<file path="src/rtl/stt_pkg.sv">
// Shared types and constants for the sparse triplet transpose block.
package stt_pkg;

  localparam int ROW_W       = 16;
  localparam int COL_W       = 6;
  localparam int VAL_W       = 32;
  localparam int CCOUNT_W    = 7;
  localparam int CFG_INDEX_W = 4;
  localparam int CFG_DATA_W  = 16;

  // Column indexes are COL_W bits wide, so no more columns than this can occur.
  localparam int COL_LIMIT   = 2 ** COL_W;

  // Power of two, pointers wrap naturally.
  localparam int QUEUE_DEPTH = 2;

  localparam logic [CFG_INDEX_W-1:0] REG_ROW_COUNT    = CFG_INDEX_W'(0);
  localparam logic [CFG_INDEX_W-1:0] REG_COLUMN_COUNT = CFG_INDEX_W'(1);

  localparam logic [ROW_W-1:0]    ROW_COUNT_RESET    = 16'hFFFF;
  localparam logic [CCOUNT_W-1:0] COLUMN_COUNT_RESET = 7'd64;

  // Classified triplet as it travels from the front end to the back end.
  typedef struct packed {
    logic [ROW_W-1:0]        row;
    logic [COL_W-1:0]        col;
    logic signed [VAL_W-1:0] value;
    logic                    last;
    logic                    keep;
  } item_t;

  // Stored triplet.
  typedef struct packed {
    logic [COL_W-1:0]        col;
    logic [ROW_W-1:0]        row;
    logic signed [VAL_W-1:0] value;
  } elem_t;

  typedef enum logic [2:0] {
    B_LOAD,
    B_PREFIX,
    B_SCATTER,
    B_EMIT,
    B_EMPTY
  } bstate_t;

endpackage

</file>
<file path="src/rtl/stt_queue.sv">
// Short FIFO between the front end and the back end.
module stt_queue (
  input  logic           clk,
  input  logic           rst,
  input  logic           push,
  input  stt_pkg::item_t push_item,
  output logic           full,
  input  logic           pop,
  output logic           valid,
  output stt_pkg::item_t pop_item
);

  localparam int QAW = $clog2(stt_pkg::QUEUE_DEPTH);
  localparam int QCW = $clog2(stt_pkg::QUEUE_DEPTH + 1);

  stt_pkg::item_t slots [stt_pkg::QUEUE_DEPTH];
  logic [QAW-1:0] wr_ptr;
  logic [QAW-1:0] rd_ptr;
  logic [QCW-1:0] fill;

  assign full     = (fill == QCW'(stt_pkg::QUEUE_DEPTH));
  assign valid    = (fill != '0);
  assign pop_item = slots[rd_ptr];

  always_ff @(posedge clk) begin
    if (rst) begin
      wr_ptr <= '0;
      rd_ptr <= '0;
      fill   <= '0;
    end else begin
      if (push) begin
        wr_ptr <= wr_ptr + QAW'(1);
      end
      if (pop) begin
        rd_ptr <= rd_ptr + QAW'(1);
      end
      fill <= fill + QCW'(push) - QCW'(pop);
    end
  end

  always_ff @(posedge clk) begin
    if (push) begin
      slots[wr_ptr] <= push_item;
    end
  end

endmodule

</file>
<file path="config.mk">
export PLATFORM = sky130hd
export DESIGN_NAME = stt_queue
export DESIGN_NICKNAME = d
export VERILOG_FILES = /design/src/rtl/stt_pkg.sv /design/src/rtl/stt_queue.sv
export SDC_FILE = /design/constraint.sdc
export NUM_CORES = 1
export LEC_CHECK = 0
export ABC_AREA = 1
export BUFFER_PORTS_ARGS = -buffer_cell sky130_fd_sc_hd__buf_2
export CORE_MARGIN = 2
export CORE_UTILIZATION = 54
export CTS_BUF_LIST = sky130_fd_sc_hd__clkbuf_4 sky130_fd_sc_hd__clkbuf_8
export CTS_CLUSTER_DIAMETER = 40
export DETAILED_ROUTE_END_ITERATION = 8
export PLACE_DENSITY = 0.82
export SETUP_SLACK_MARGIN = 0.02
export SLEW_MARGIN = 20
export SYNTH_ARGS = -nofsm -noshare
export SYNTH_HDL_FRONTEND = slang
export SYNTH_SLANG_ARGS = --single-unit
export TNS_END_PERCENT = 30
</file>
<file path="constraint.sdc">
create_clock -name clk -period 4.38 [get_ports clk]
set_clock_uncertainty 0.2 [all_clocks]
set_input_delay 0.438 -clock clk [delete_from_list [all_inputs] [get_ports clk]]
set_output_delay 0.438 -clock clk [all_outputs]
set_load 0.02 [all_outputs]
</file>
==> impl_metrics.ini <==
[run_status]
status = completed

[die]
coreArea_mm2 = 0.008093
die-width_um = 94.57
die_y_um = 94.57
die-area_mm2 = 0.008943
ios = 118
start_util_pct = 54.73
rows = 33

[timing]
drv_slew = 0
fmax_ghz = 0.3753
fin_crit_sh_pct = 60.84
maxSlewHeadroom_pct = 35.57
fin_hold_ws_ns = 0.03782
setup_viol = 0
rsz0062_at_grt = no
period_minus_slack_ns = 2.665
worst_slack_ns = 1.715
hold_violations = 0
worst_pin_slew_ns = 0.9664
setup_tns_ns = 0

[cts]
cts_tree = built
clk_pin_slew_worst_paths_ns = 0.07
cts-root-buf = clkbuf_8
post_cts_resized = 0
clk_latency_ns = 0.41
clk_path_buf_depth = 2
post-cts-setup-buffers = 0
clock_sinks = 117
cts_hold_buf = 37
ctsHtreeMaxLevel = 4
cts_buffers = 17

[detailed_routing]
drt-initial-drc-count = 81
vias_per_cell = 4.775
first_pass_iters = 4
routedWlPerCell_um = 15.40
drc = 0
routed_wl_um = 7746
vias = 2402
ant_nets = 0

[layout]
fin_nets = 447
final_cells = 503
drive_above_1_share_pct = 52.26
syn_to_final_growth_pct = 37.91
fillers = 482
fin_area_mm2 = 0.006108
insertedDiodeCount = 0

[placed_design]
dpl_worst_slack_ns = 2.015
numPortBuffers = 117
dp.cells = 423
gp_congestion = 0.6624
dp_hpwl_um = 4462
placed_area_mm2 = 0.005111

[yosys]
synth_cells = 205
synth_edf_count = 112
ys.flop_type = edfxtp_1
async_flop_share_pct = 0
ys_types = 14
syn_area_per_cell_um2 = 21.61
yosys-top-cells-area = edfxtp_1 (76%), mux2_4 (14%), mux2_2 (4.1%)
ys_seq_area_share_pct = 78.19
yosysMostFrequentCell = edfxtp_1
ys_warn_count = 0
netlist_area_mm2 = 0.004429
yosysTopAreaCell = edfxtp_1
synth_common_cells = edfxtp_1 (112), mux2_4 (40), mux2_2 (16)
synth-seq-cells = 117
synth_top_area_share_pct = 75.93
syn-num-nets = 267

[power]
p_int_mw = 2.338
p_leak_nw = 2.473
power_density_mw_per_mm2 = 480.1
p_switching_uw = 594.5
ir_drop_uv = 304.8
clkPwrFrac_pct = 42.9
p_comb_share_pct = 11.5
seqPwrFrac_pct = 45.6
sw_frac_of_total_pct = 20.27

[global_routing]
grtUsageTotal_pct = 17.40
grt_overflow = 0
grt_max_degree = 57
antenna_found_initial = 0
grt_pass1_wl_um = 11020
grt_pass1_vias = 2408

[run]
maxCapViolations = 0

[setup_path]
crit_path_start_kind = register
critical_path_class = reg -> out
crit_required_ns = 3.74
cp_max_fo = 56
critPathArrivalTime_ns = 2.03
end_kind = output pin

[worst_hold_path]
hold_class = in -> reg
## power by group through the flow
stage               combinational [mW]  clock (mW)  sequential (mW)
floorplan                        0.231           0             1.33
global placement                 0.299           0             1.36
detailed placement               0.305           0             1.36
CTS                              0.333        1.28             1.34
global route                     0.364        1.34             1.34
finish                           0.338        1.26             1.34
## routing by layer
| layer | share of wire, % | global-route usage (%) | routed length (um) |
|---|---|---|---|
| met3 | 6.2 | 7.263 | 480 |
| met5 | 0 | 0 | 0 |
| met4 | 0.93 | 7.609 | 72 |
| met1 | 40 | 19.55 | 3113 |
| met2 | 53 | 29.23 | 4080 |
## cell type report
class / count / area [um^2] / area share, %
well taps: 105 / 131.4 / 2.151
flip-flops and latches: 117 / 3467 / 56.76
clock buffers: 21 / 264.0 / 4.322
multi-input cells: 74 / 882.1 / 14.44
clock inverters: 11 / 252.7 / 4.138
inverters: 8 / 30.03 / 0.4916
repair buffers: 167 / 1081 / 17.70
## registers in the layout (all words and copies together), names as in the netlist, named ones only
| register | cells |
|---|---|
| fill | 2 |
| rd_ptr | 1 |
| slots | 112 |
| wr_ptr | 1 |
## cell families (layout without fill, tap and decap cells)
group | count (synthesis) | after routing | synth area share [%]
buffers and inverters | 14 | 207 | 2.062
multiplexers | 56 | 56 | 17.63
flip-flops | 117 | 117 | 78.19
AO/OA/AOI/OAI | 1 | 1 | 0.1129
adder cells (fa/ha/maj) | 2 | 2 | 0.5649
AND/OR/NAND/NOR | 14 | 14 | 1.243
XOR/XNOR | 1 | 1 | 0.1978
## per-stage QoR
stage | power, mW | utilization, %
2_1_floorplan | 1.563 | -
3_3_place_gp | 1.656 | 63.16
3_5_place_dp | 1.665 | 63.16
4_1_cts | 2.950 | 74.12
5_1_grt | 3.045 | 75.48
6_report | 2.932 | 75.48
## cell usage in the layout (no fill, tap or decap), types with 2 or more instances in the layout
master / instances
nor2_1: 6
clkbuf_8: 17
mux2_4: 40
clkinv_1: 2
clkbuf_4: 4
buf_4: 2
edfxtp_1: 112
nand2_1: 5
inv_1: 7
bufinv_16: 8
buf_2: 117
dfxtp_1: 4
mux2_2: 16
dlygate4sd3_1: 48
ha_1: 2
## worst max-delay path, stage by stage, from the launching register on
cell	delay, ns
dfxtp_4	0.99
mux2_2	0.43
buf_2	0.16
## final timing paths
path	startpoint	end	slack (ns)	cells past startpoint
worst max register to register	wr_ptr	slots[0][53]	2.31	2
worst min register to register	rd_ptr	register	0.32	2
worst max-delay path	register	pop_item[51]	1.72	2
worst min-delay path	push_item[27]	slots[0][27]	0.04	1
Note: power is estimated with default switching activity, not from simulation.
