$ cat config.mk
export PLATFORM = sky130hd
export DESIGN_NAME = stt_front
export DESIGN_NICKNAME = d
export VERILOG_FILES = /design/src/rtl/stt_pkg.sv /design/src/rtl/stt_front.sv
export SDC_FILE = /design/constraint.sdc
export NUM_CORES = 1
export LEC_CHECK = 0
export BUFFER_PORTS_ARGS = -buffer_cell sky130_fd_sc_hd__buf_2
export CORE_MARGIN = 2
export CORE_UTILIZATION = 44
export CTS_CLUSTER_SIZE = 25
export DETAILED_ROUTE_END_ITERATION = 8
export GPL_TIMING_DRIVEN = 1
export PLACE_DENSITY = 0.79
export SLEW_MARGIN = 20
export SYNTH_ARGS = -nofsm -noshare
export SYNTH_HDL_FRONTEND = slang
export SYNTH_SLANG_ARGS = --single-unit
export TNS_END_PERCENT = 5
$ cat constraint.sdc
create_clock -name clk -period 3 [get_ports clk]
set_clock_uncertainty 0.05 [all_clocks]
set_input_delay 0.45 -clock clk [delete_from_list [all_inputs] [get_ports clk]]
set_output_delay 0.45 -clock clk [all_outputs]
set_load 0.1 [all_outputs]
$ cat src/rtl/stt_pkg.sv
// Shared types and constants for the sparse triplet transpose block.
package stt_pkg;

  localparam int ROW_W       = 16;
  localparam int COL_W       = 6;
  localparam int VAL_W       = 32;
  localparam int CCOUNT_W    = 7;
  localparam int CFG_INDEX_W = 4;
  localparam int CFG_DATA_W  = 16;

  // Column indexes are COL_W bits wide, so no more columns than this can occur.
  localparam int COL_LIMIT   = 2 ** COL_W;

  // Power of two, pointers wrap naturally.
  localparam int QUEUE_DEPTH = 2;

  localparam logic [CFG_INDEX_W-1:0] REG_ROW_COUNT    = CFG_INDEX_W'(0);
  localparam logic [CFG_INDEX_W-1:0] REG_COLUMN_COUNT = CFG_INDEX_W'(1);

  localparam logic [ROW_W-1:0]    ROW_COUNT_RESET    = 16'hFFFF;
  localparam logic [CCOUNT_W-1:0] COLUMN_COUNT_RESET = 7'd64;

  // Classified triplet as it travels from the front end to the back end.
  typedef struct packed {
    logic [ROW_W-1:0]        row;
    logic [COL_W-1:0]        col;
    logic signed [VAL_W-1:0] value;
    logic                    last;
    logic                    keep;
  } item_t;

  // Stored triplet.
  typedef struct packed {
    logic [COL_W-1:0]        col;
    logic [ROW_W-1:0]        row;
    logic signed [VAL_W-1:0] value;
  } elem_t;

  typedef enum logic [2:0] {
    B_LOAD,
    B_PREFIX,
    B_SCATTER,
    B_EMIT,
    B_EMPTY
  } bstate_t;

endpackage

$ cat src/rtl/stt_front.sv
// Front end: accepts triplets, range and capacity checks, hands them to the queue.
module stt_front #(
  parameter int MAX_ELEMENTS = 64,
  parameter int MAX_COLUMNS  = 64
) (
  input  logic                                clk,
  input  logic                                rst,
  input  logic                                in_valid,
  output logic                                in_stall,
  input  logic [stt_pkg::ROW_W-1:0]           in_row,
  input  logic [stt_pkg::COL_W-1:0]           in_col,
  input  logic signed [stt_pkg::VAL_W-1:0]    in_value,
  input  logic                                in_last,
  input  logic [stt_pkg::ROW_W-1:0]           row_count,
  input  logic [stt_pkg::CCOUNT_W-1:0]        column_count,
  input  logic                                q_full,
  output logic                                q_push,
  output stt_pkg::item_t                      q_item
);

  localparam int CW = $clog2(MAX_ELEMENTS + 1);

  logic          item_valid;
  stt_pkg::item_t item;
  logic [CW-1:0] kept;
  logic          keep;
  logic          take;

  assign in_stall = item_valid && q_full;
  assign take     = in_valid && !in_stall;
  assign q_push   = item_valid && !q_full;
  assign q_item   = item;

  // kept mirrors the back end's stored count for the current matrix
  assign keep = (in_row < row_count)
             && ({1'b0, in_col} < column_count)
             && (32'(in_col) < MAX_COLUMNS)
             && (32'(kept) < MAX_ELEMENTS);

  always_ff @(posedge clk) begin
    if (rst) begin
      item_valid <= 1'b0;
      kept       <= '0;
    end else begin
      if (take) begin
        item_valid <= 1'b1;
        kept       <= in_last ? '0 : kept + CW'(keep);
      end else if (q_push) begin
        item_valid <= 1'b0;
      end
    end
  end

  always_ff @(posedge clk) begin
    if (take) begin
      item.row   <= in_row;
      item.col   <= in_col;
      item.value <= in_value;
      item.last  <= in_last;
      item.keep  <= keep;
    end
  end

endmodule

==> metrics.md <==
| Metric | Value |
|---|---|
| Clock share of power | `30.7%` |
| Sw Pwr | `0.000755 W` |
| Die area | `6450 µm²` |
| Fmax | `between 0.3 and 0.4 GHz` |
| Register share of total power | `45.9%` |
| Port Buffers | `about 140` |
| Total core area | `5570 µm²` |
| DP Area | `approximately 3400 µm²` |
| Die width | `~80 µm` |
| Post-CTS Setup Repair Bufs | `0` |
| Routed vias | `between 1500 and 2000` |
| Most frequent cells in the layout | `buf_2, edfxtp_1, ha_1, inv_1` |
| Tmin final | `roughly 2.6 ns` |
| First-pass GRT wire length | `between 7 and 8 mm` |
| # setup viols final | `0` |
| Area growth syn-to-layout | `38.8%` |
| WS Path Type | `in2reg` |
| DR WL/cell | `approximately 14 µm` |
| Setup TNS | `0 ns` |
| Slew margin rel. | `between 50 and 60%` |
| Cell count after synthesis | `between 150 and 200` |
| Period utilization | `a little under nine tenths` |
| CTS resizes | `0` |
| Combinational share of power | `23.5%` |
| Hold Startpoint | `rst` |
| Die Y | `between 80 and 90 µm` |
| Rows | `27` |
| Worst min path class | `in2reg` |
| Switching Fraction | `between 30% and 40%` |
| CTS tree | `done` |
| Vias in the first global route | `1718` |
| Hold_buf cts | `0` |
| CTS H-tree lvls | `3` |
| Static Leak | `roughly 1.7 nW` |
| Cts bufs inserted | `9` |
| Internal power | `0.00150 W` |
| Nets@finish | `421` |
| Final Hold Viols | `0` |
| Ratio of cells with drive above 1 in the final layout | `roughly half` |
| Commonest non-fill, non-tap cell in the layout | `buf_2` |
| Initial DRC count | `62` |
| Post-Syn Area per Cell | `between 15 and 20 µm²` |
| Initial antenna violation count | `0` |
| Global Route Usage Sum | `16.9%` |
| Pwr Total | `0.00226 W` |
| Max-slew violation total from the final report | `0` |
| Filler cell count | `441` |
| Largest net degree at the start of global routing | `23` |
| Yosys reg bits | `between 60 and 70` |
| CP Launch Type | `primary input` |
| Register area share after synthesis | `a little over 70%` |
| Least-Margin Pin Slew | `approximately 0.75 ns` |
| Synth unique cells | `29` |
| Clk root buf | `clkbuf_8` |
| WL final | `about 5.4 mm` |
| RSZ-0062 raised after global routing | `no` |
| Gr ovfl total | `0` |
| Max cap viols | `0` |
| Outcome | `completed` |
| Via/cell ratio | `~4.6` |
| CTS sink cnt | `64` |
| Ports | `140` |
| Final HPWL DP | `between 4 and 5 mm` |
| Post-synthesis net count | `268` |
| CP Capture Type | `flip-flop` |
| 1st-pass router iterations | `4` |
| Crit Path Max Fanout | `3` |
| Starting Density | `a little under half` |
| DRC viols | `0` |
| Synth Cell Area | `2560 µm²` |
| Ant diodes | `0` |
| Footprint of the multi-input gates | `642 µm²` |
| VDD IR max | `approximately 0.00033 V` |
| Skew-Pair Late Insertion Delay | `0.32 ns` |
| Yosys warns | `0` |
| Clock slew at reported path FFs | `roughly 0.07 ns` |
| Worst Path Required | `around 3.2 ns` |
| Placer Congestion | `0.716` |
| RR Startpoint | `kept[6]` |
| CTS Buffer Depth | `2` |
| ANT nets after route | `0` |
| CP arrival | `2.79 ns` |
| PD cells | `between 600 and 700 nW/µm²` |
| Register area | `between 1500 and 2000 µm²` |
| Worst setup path start | `in_row[15]` |
| Post-route cell area | `approximately 3600 µm²` |
==> sequential cells by signal, indices dropped and copies added (netlist names) <==
| register | cells |
|---|---|
| q_item | 56 |
| kept | 7 |
| item_valid | 1 |
==> metal layers <==
| metal | up-vias | routed length, µm | GRT usage (%) | part of all wire, % |
|---|---|---|---|---|
| li1 | 906 | - | - | - |
| met1 | 830 | 2090 | 18.2 | 39 |
| met2 | 88 | 2710 | 29.1 | 50 |
| met3 | 6 | 513 | 6.74 | 9.6 |
| met4 | 0 | 58 | 7.63 | 1.1 |
| met5 | - | 0 | 0 | 0 |
==> per-stage QoR <==
step                      setup WS (ns)  util [%]  std cells  hold WS (ns)
after global routing              0.137      63.8        394         0.218
after floorplan                   0.424         -        164         0.405
after global placement            0.251      60.5        378         0.425
after CTS                         0.394      63.8        394         0.223
after detailed placement         0.0435      60.5        378         0.451
final                             0.413      63.8        394         0.238
==> cells in the mapped netlist <==
cell type  number  area (µm²)
o311a_1         1        10.0
a21o_1          1        7.51
ha_1           22         275
a2111oi_0       1        8.76
nor2b_1         2        12.5
a21o_2          1        8.76
xnor2_1         1        8.76
nand3_1         4        20.0
mux2i_1         2        20.0
inv_1          21        78.8
or4_1           1        7.51
and2b_1         1        7.51
a21boi_4        1        18.8
edfxtp_1       56        1680
nand2b_1        2        12.5
a31oi_1         1        6.26
nand2_1         5        18.8
and4_2          1        10.0
and2_1          1        6.26
nor2_1          9        33.8
xor2_1          3        26.3
nand4_1         2        12.5
or3_1           1        6.26
a21oi_1         7        35.0
a211oi_1        2        15.0
dfxtp_1         8         160
o21bai_1        1        7.51
nand4_4         1        21.3
o21ai_0         5        25.0
==> kinds of logic after synthesis <==
logic type / after synthesis / synth area share (%)
buf+inv: 21 / 3.08
flops: 64 / 71.9
mux: 2 / 0.781
xor+xnor: 4 / 1.37
compound gates: 21 / 5.57
simple gates: 30 / 6.59
fa+ha+maj: 22 / 10.7
==> worst max-delay path: stages <==
cell and delay [ns]:
buf_2 0.11, ha_1 0.32, a2111oi_0 0.40, o21ai_0 0.15, nor2_1 0.12, o311a_1 0.19
ha_1 0.17, ha_1 0.22, nand4_4 0.12, or3_1 0.38, a21oi_1 0.15
==> cell type report <==
class                   count  share of cell area, %
clock inverters             7                   1.76
multi-input cells          79                   18.0
inverters                  21                   2.22
clock buffers               9                   3.48
well taps                  72                   2.53
repair buffers            142                   20.2
flip-flops and latches     64                   51.8
==> final timing paths <==
check / slack (ns) / endpoint / cells after the start
min: 0.24 / item_valid / 2
min reg2reg: 0.46 / kept[6] / 2
max: 0.41 / kept[6] / 11
max reg2reg: 0.77 / kept[6] / 9
==> power by group through the flow <==
| stage | registers, W | logic, W | clock network, W |
|---|---|---|---|
| global placement | 0.00105 | 0.000525 | 0 |
| CTS | 0.00104 | 0.000534 | 0.000707 |
| global route | 0.00104 | 0.000558 | 0.000750 |
| floorplan | 0.00138 | 0.0000826 | 0 |
| detailed placement | 0.00106 | 0.000533 | 0 |
| finish | 0.00104 | 0.000530 | 0.000693 |
Power figures use the tool's default switching activity.
